$ cat config.mk
export PLATFORM = sky130hd
export DESIGN_NAME = unique_key_list_engine_core
export DESIGN_NICKNAME = d
export VERILOG_FILES = /design/src/rtl/ulk_pkg.sv /design/src/rtl/ulk_ram.sv /design/src/rtl/unique_key_list_engine_core.sv
export SDC_FILE = /design/constraint.sdc
export NUM_CORES = 2
export LEC_CHECK = 0
export BUFFER_PORTS_ARGS = -buffer_cell sky130_fd_sc_hd__buf_2
export CAP_MARGIN = 20
export CORE_AREA = 4 4 548 414
export DETAILED_ROUTE_END_ITERATION = 7
export DIE_AREA = 0 0 552 418
export SYNTH_ARGS = -nofsm -noshare
export SYNTH_HDL_FRONTEND = slang
export SYNTH_SLANG_ARGS = --single-unit
$ cat constraint.sdc
create_clock -name clk -period 6.5 [get_ports clk]
set_clock_uncertainty 0.2 [all_clocks]
set_input_delay 1.3 -clock clk [delete_from_list [all_inputs] [get_ports clk]]
set_output_delay 1.3 -clock clk [all_outputs]
set_load 0.01 [all_outputs]
$ cat src/rtl/ulk_pkg.sv
package ulk_pkg;

	localparam int CAPACITY_DEF = 64;
	localparam int KEY_BITS_DEF = 32;

	localparam int KEY_W = 32;
	localparam int POS_W = 6;
	localparam int CNT_OUT_W = 7;

	typedef enum logic [2:0] {
		REQ_INSERT    = 3'd0,
		REQ_DELETE    = 3'd1,
		REQ_FIND      = 3'd2,
		REQ_GET_NEXT  = 3'd3,
		REQ_CLEAR     = 3'd4,
		REQ_RESET_CUR = 3'd5
	} req_code_t;

	typedef enum logic [2:0] {
		STS_OK    = 3'd0,
		STS_DUP   = 3'd1,
		STS_MISS  = 3'd2,
		STS_FULL  = 3'd3,
		STS_EMPTY = 3'd4
	} status_t;

	typedef enum logic [2:0] {
		S_IDLE,
		S_SEARCH,
		S_SHIFT,
		S_GNEXT,
		S_FIN
	} state_t;

	typedef struct packed {
		logic [2:0]       req_type;
		logic [KEY_W-1:0] key;
	} req_t;

	typedef struct packed {
		logic                 found;
		logic [POS_W-1:0]     position;
		logic [KEY_W-1:0]     key_out;
		logic [CNT_OUT_W-1:0] count;
		logic [2:0]           status;
	} rsp_t;

endpackage

$ cat src/rtl/ulk_ram.sv
module ulk_ram #(
	parameter int DEPTH = 64,
	parameter int WIDTH = 32
) (
	input  logic                     clk,
	input  logic                     we,
	input  logic [$clog2(DEPTH)-1:0] waddr,
	input  logic [WIDTH-1:0]         wdata,
	input  logic [$clog2(DEPTH)-1:0] raddr,
	output logic [WIDTH-1:0]         rdata
);

	logic [WIDTH-1:0] mem [DEPTH];

	always_ff @(posedge clk) begin
		if (we) begin
			mem[waddr] <= wdata;
		end
	end

	always_ff @(posedge clk) begin
		rdata <= mem[raddr];
	end

endmodule

$ cat src/rtl/unique_key_list_engine_core.sv
// channel | valid     | stall     | payload      | direction
// request | req_valid | req_stall | req (req_t)  | in
// result  | rsp_valid | rsp_stall | rsp (rsp_t)  | out
//
// Insert/delete/find scan the list through the one RAM read port, one entry a cycle;
// delete goes on from the hit with a shift of the tail, one entry a cycle. Get next
// reads the cursor entry in S_GNEXT; clear and cursor reset go straight to S_FIN.
// One request at a time: req_stall is high from acceptance until the result is loaded.
// Reset clears the control state, count and cursor but not the RAM; entries past the count are never used.
// A result waits in the output register while rsp_stall is high.
module unique_key_list_engine_core
	import ulk_pkg::*;
#(
	parameter int CAPACITY = CAPACITY_DEF,
	parameter int KEY_BITS = KEY_BITS_DEF
) (
	input  logic clk,
	input  logic arst_n,
	input  logic req_valid,
	output logic req_stall,
	input  req_t req,
	output logic rsp_valid,
	input  logic rsp_stall,
	output rsp_t rsp
);

	localparam int IDX_W = $clog2(CAPACITY);
	localparam int CNT_W = $clog2(CAPACITY + 1);

	state_t              state_q, state_d;
	logic [2:0]          op_q, op_d;
	logic [KEY_BITS-1:0] key_q, key_d;
	logic [CNT_W-1:0]    cnt_q, cnt_d;
	logic [IDX_W-1:0]    cur_q, cur_d;
	logic [CNT_W-1:0]    scan_q, scan_d;
	logic                pend_s1, pend_d;
	logic [CNT_W-1:0]    pidx_s1, pidx_d;
	rsp_t                res_q, res_d;
	rsp_t                rsp_q;
	logic                rsp_valid_q;
	logic                rsp_load;

	logic                ram_we;
	logic [IDX_W-1:0]    ram_waddr;
	logic [KEY_BITS-1:0] ram_wdata;
	logic [IDX_W-1:0]    ram_raddr;
	logic [KEY_BITS-1:0] ram_rdata;

	logic                issue;
	logic                hit;
	logic [CNT_W-1:0]    dst;
	logic [CNT_W-1:0]    cur_eff;
	logic [CNT_W-1:0]    cur_nxt;
	logic [KEY_BITS-1:0] key_in;
	logic                out_free;

	ulk_ram #(
		.DEPTH(CAPACITY),
		.WIDTH(KEY_BITS)
	) u_ram (
		.clk  (clk),
		.we   (ram_we),
		.waddr(ram_waddr),
		.wdata(ram_wdata),
		.raddr(ram_raddr),
		.rdata(ram_rdata)
	);

	assign key_in   = KEY_BITS'(req.key);
	assign issue    = (scan_q < cnt_q);
	assign hit      = pend_s1 && (ram_rdata == key_q);
	assign dst      = pidx_s1 - CNT_W'(1);
	assign cur_eff  = (CNT_W'(cur_q) >= cnt_q) ? '0 : CNT_W'(cur_q);
	assign cur_nxt  = CNT_W'(cur_q) + CNT_W'(1);
	assign out_free = !rsp_valid_q || !rsp_stall;

	assign req_stall = (state_q != S_IDLE);
	assign rsp_valid = rsp_valid_q;
	assign rsp       = rsp_q;

	always_comb begin
		state_d   = state_q;
		op_d      = op_q;
		key_d     = key_q;
		cnt_d     = cnt_q;
		cur_d     = cur_q;
		scan_d    = scan_q;
		pend_d    = 1'b0;
		pidx_d    = scan_q;
		res_d     = res_q;
		rsp_load  = 1'b0;
		ram_we    = 1'b0;
		ram_waddr = cnt_q[IDX_W-1:0];
		ram_wdata = key_q;
		ram_raddr = scan_q[IDX_W-1:0];

		unique case (state_q)
			S_IDLE: begin
				if (req_valid) begin
					op_d         = req.req_type;
					key_d        = key_in;
					res_d        = '0;
					res_d.count  = CNT_OUT_W'(cnt_q);
					res_d.status = STS_OK;
					state_d      = S_FIN;
					unique case (req.req_type) inside
						REQ_INSERT, REQ_DELETE, REQ_FIND: begin
							if (cnt_q == '0) begin
								if (req.req_type == REQ_INSERT) begin
									// empty list: append at slot 0 directly
									ram_we      = 1'b1;
									ram_waddr   = '0;
									ram_wdata   = key_in;
									cnt_d       = CNT_W'(1);
									res_d.count = CNT_OUT_W'(1);
								end else begin
									res_d.status = STS_MISS;
								end
							end else begin
								scan_d  = '0;
								state_d = S_SEARCH;
							end
						end
						REQ_GET_NEXT: begin
							if (cnt_q == '0) begin
								res_d.status = STS_EMPTY;
							end else begin
								// stale cursor restarts at entry 0
								ram_raddr = cur_eff[IDX_W-1:0];
								cur_d     = cur_eff[IDX_W-1:0];
								state_d   = S_GNEXT;
							end
						end
						REQ_CLEAR: begin
							cnt_d       = '0;
							res_d.count = '0;
						end
						REQ_RESET_CUR: begin
							cur_d = '0;
						end
						default: begin
						end
					endcase
				end
			end

			S_SEARCH: begin
				// read at scan_q, compare the word read the cycle before
				pend_d = issue;
				if (issue) begin
					scan_d = scan_q + CNT_W'(1);
				end
				if (hit) begin
					res_d.found    = 1'b1;
					res_d.position = POS_W'(pidx_s1);
					res_d.key_out  = KEY_W'(ram_rdata);
					pend_d         = 1'b0;
					if (op_q == REQ_DELETE) begin
						scan_d  = pidx_s1 + CNT_W'(1);
						state_d = S_SHIFT;
					end else begin
						res_d.status = (op_q == REQ_INSERT) ? STS_DUP : STS_OK;
						state_d      = S_FIN;
					end
				end else if (!pend_s1 && !issue) begin
					state_d = S_FIN;
					if (op_q == REQ_INSERT) begin
						if (cnt_q >= CNT_W'(CAPACITY)) begin
							res_d.status = STS_FULL;
						end else begin
							ram_we         = 1'b1;
							res_d.position = POS_W'(cnt_q);
							cnt_d          = cnt_q + CNT_W'(1);
							res_d.count    = CNT_OUT_W'(cnt_q + CNT_W'(1));
						end
					end else begin
						res_d.status = STS_MISS;
					end
				end
			end

			S_SHIFT: begin
				// entry i+1 read one cycle, written to i the next
				pend_d = issue;
				if (issue) begin
					scan_d = scan_q + CNT_W'(1);
				end
				if (pend_s1) begin
					ram_we    = 1'b1;
					ram_waddr = dst[IDX_W-1:0];
					ram_wdata = ram_rdata;
				end
				if (!pend_s1 && !issue) begin
					cnt_d       = cnt_q - CNT_W'(1);
					res_d.count = CNT_OUT_W'(cnt_q - CNT_W'(1));
					state_d     = S_FIN;
				end
			end

			S_GNEXT: begin
				res_d.found    = 1'b1;
				res_d.position = POS_W'(cur_q);
				res_d.key_out  = KEY_W'(ram_rdata);
				cur_d          = (cur_nxt >= cnt_q) ? '0 : cur_nxt[IDX_W-1:0];
				state_d        = S_FIN;
			end

			S_FIN: begin
				if (out_free) begin
					rsp_load = 1'b1;
					state_d  = S_IDLE;
				end
			end

			default: begin
				state_d = S_IDLE;
			end
		endcase
	end

	always_ff @(posedge clk or negedge arst_n) begin
		if (!arst_n) begin
			state_q     <= S_IDLE;
			cnt_q       <= '0;
			cur_q       <= '0;
			scan_q      <= '0;
			pend_s1     <= 1'b0;
			rsp_valid_q <= 1'b0;
		end else begin
			state_q <= state_d;
			cnt_q   <= cnt_d;
			cur_q   <= cur_d;
			scan_q  <= scan_d;
			pend_s1 <= pend_d;
			if (rsp_load) begin
				rsp_valid_q <= 1'b1;
			end else if (!rsp_stall) begin
				rsp_valid_q <= 1'b0;
			end
		end
	end

	always_ff @(posedge clk) begin
		op_q    <= op_d;
		key_q   <= key_d;
		pidx_s1 <= pidx_d;
		res_q   <= res_d;
		if (rsp_load) begin
			rsp_q <= res_q;
		end
	end

endmodule

==> run metrics <==
worst hold endpoint=rsp[20]$_DFFE_PP_; Finished Cell Area=about 0.10 mm^2; Slew @ Worst Pin=~1.4 ns; Tmin final=roughly 5.5 ns; Post-CTS Setup Inserts=0; H-tree depth=4; CP Max Fanout=45; CP max stage cell=nor4_1; Placement Setup Slack=0.197 ns; run status=complete, but fails checks; Starting Density=0.398; grt ovf=0; DP Area=~0.095 mm^2; critical path launch point type=flip-flop; final number of hold-violating endpoints=0; post-synth top area share=0.742; VDD IR-drop max=331 uV; Leak=~34 nW; DR pass1 iterations=8; fraction of layout cells with a size suffix above 1=0.115; Worst-path clk slew=0.07 ns; initial antenna violation count=35; 1st-iter DRT viols=just over 10000; DRT antenna net count=0; WP buf/inv=3; setup tns final=0 ns; cell family with most CP delay=simple AND/OR/NAND/NOR gates; CP Class=flip-flop to flip-flop; first-pass GRT wire length=398 mm; highest routed layer=met5; total global routing track utilization=0.237; Hold Crit Class=flip-flop to flip-flop; # clock sinks=2245; CTS root buf=clkbuf_16; syn_nets=about 6800; failing checks=DRC; hold_sp=res_q[20]$_DFFE_PP_; Cell variety after synth=72; area growth from synthesis to layout=14.8%; Num CTS Buffers=about 210; Arrival @ worst endpoint=between 6 and 7 ns; IO Port Bufs=between 80 and 90; Cell Chain, Critical Path=or2_4 -> or3_4 -> clkinv_4 -> o211a_1 -> o21ai_1 -> o21ai_4 -> buf_12 -> buf_4 -> a21oi_1 -> nor4_1 -> o22ai_1 -> or4_1; largest net degree at the start of global routing=116; Die X=552 um; Setup WS post-layout=between 0.9 and 1 ns; FF-to-FF Start=state_q[0]$_DFFE_PN0P_; Post-Syn Area=0.0882 mm^2; EDFF count, synth=2181; post-layout net count=6993; Final Setup Violations=0; Critical Path RT=slightly above 7 ns; Final Total Pwr=42.4 mW; # rows=150; post-route core utilization=0.457; top post-synthesis cells by area=edfxtp_1 74%, nand2_1 8.7%, a21oi_1 5.7%, nor4_1 1.8%, o22ai_1 0.94%; io pins=90; max_cap viols=0; DRT met1 WL=approximately 120 mm; wire length per cell=28.0 um; Die H=around 420 um; pwr dens=419 mW/mm^2; TritonCTS clock tree=done; max_slew headroom=0.0660; ys flop type=edfxtp_1; Fmax achieved=between 0.15 and 0.2 GHz; DR WL met2=between 100 and 150 mm; Synth warnings=0; core area=approximately 0.22 mm^2; crit path capture type=flip-flop; Die Area=~0.23 mm^2; Via Count=approximately 59000; hold path depth=0; R2R depth=12; Post-CTS Hold Buffers=0; Placer Congestion=~0.89; FF+latch count, synth=around 2200; Detail Placement HPWL=approximately 160 mm; largest area contributor in the netlist=edfxtp_1; post-synthesis sequential area ratio=0.758; Syn Inst Count=6711; RSZ-0062 raised after global routing=no; via/cell ratio=approximately 5.8; Commonest cells post-synth=2181 x edfxtp_1, 2052 x nand2_1, 1004 x a21oi_1; Reg2Reg Setup Slack=just under 1 ns; DRC errors left=8; Longest Clk Path Bufs=4; RR Endpoint=u_ram.rdata[26]$_DFF_P_; pins over their slew limit=0; Detailed Route WL=283 mm; slowest stage delay, CP=about 0.95 ns; DR WL met3=around 40 mm; clk_lat worst skew=~0.86 ns; post-CTS sizing=0; Tcrit/Tclk final=0.851; most common cell in the netlist=edfxtp_1; Async SR Flop Fraction=0.0111; vias in the first global route=approximately 53000; Mapped Avg Cell Area=13.1 um^2
[per-layer routing]
metal / global-route usage / vias up
li1: - / 24997
met3: 0.0744 / 450
met4: 0.0638 / 10
met5: 0 / -
met1: 0.356 / 29212
met2: 0.331 / 3869
[layout by cell type, fill, tap and decap left out, types with 59 or more instances in the layout]
master	Yosys	routed
buf_12	0	74
nand2_1	2052	2052
o22ai_1	133	133
edfxtp_1	2181	2181
clkbuf_1	185	59
buf_4	6	242
buf_2	136	93
a21oi_1	1004	1002
clkbuf_16	0	212
nor2_4	0	62
nor4_1	257	256
[worst max path at each step]
stage                                       from                          to  slack, ns  depth (start not counted)
after floorplan                        req_valid   u_ram.mem[0][0]$_DFFE_PP_       0.38                          8
after global placement                 req_valid     u_ram.rdata[18]$_DFF_P_      -0.37                         13
after detailed placement               req_valid      u_ram.rdata[4]$_DFF_P_       0.20                         13
after CTS                   cur_q[0]$_DFFE_PN0P_      u_ram.rdata[4]$_DFF_P_       0.59                         14
after global routing        cnt_q[1]$_DFFE_PN0P_  u_ram.mem[42][6]$_DFFE_PP_       0.85                         12
final                     state_q[0]$_DFFE_PN0P_     u_ram.rdata[26]$_DFF_P_       0.97                         12
[area by class of cell]
type                       count  area, um^2
sequential                  2245       66900
tap                         2964        3710
clock inverter                93         907
fill                       19483      121000
clock buffer                 283        5690
multi-input combinational   4039       20200
antenna                       23        57.6
timing repair buffer         411        3790
inverter                      22        87.6
[cells by family (layout without fill, tap and decap cells)]
group | count (synthesis) | count (layout) | share of synthesized area
flip-flops | 2245 | 2245 | 0.758
other | 0 | 23 | 0
buffers and inverters | 427 | 809 | 0.0236
AO/OA/AOI/OAI | 1341 | 1341 | 0.0826
AND/OR/NAND/NOR | 2573 | 2573 | 0.121
adder cells (fa/ha/maj) | 26 | 26 | 0.00369
multiplexers | 48 | 48 | 0.00563
XOR/XNOR | 51 | 51 | 0.00506
[power by group]
part | leakage (nW) | switching (mW) | internal (mW)
combinational | 10.5 | 8.98 | 3.44
clock | 3.21 | 5.33 | 6.80
sequential | 20.3 | 0.696 | 17.2
[through the flow]
step                instances  hold WS [ns]
CTS                     10052         0.219
detailed placement       9676         0.205
global route            10058         0.224
global placement         9669         0.205
floorplan                6711         0.169
finish                  10080         0.217
[registers in the layout (all words and copies together) (netlist names), named ones only]
signal	count
cnt_q	6
cur_q	6
key_q	32
op_q	3
pend_s1	1
pidx_d	7
pidx_s1	7
res_q	49
rsp	49
rsp_valid	1
state_q	3
u_ram.mem	2048
u_ram.rdata	32
Note: power is estimated with default switching activity, not from simulation.
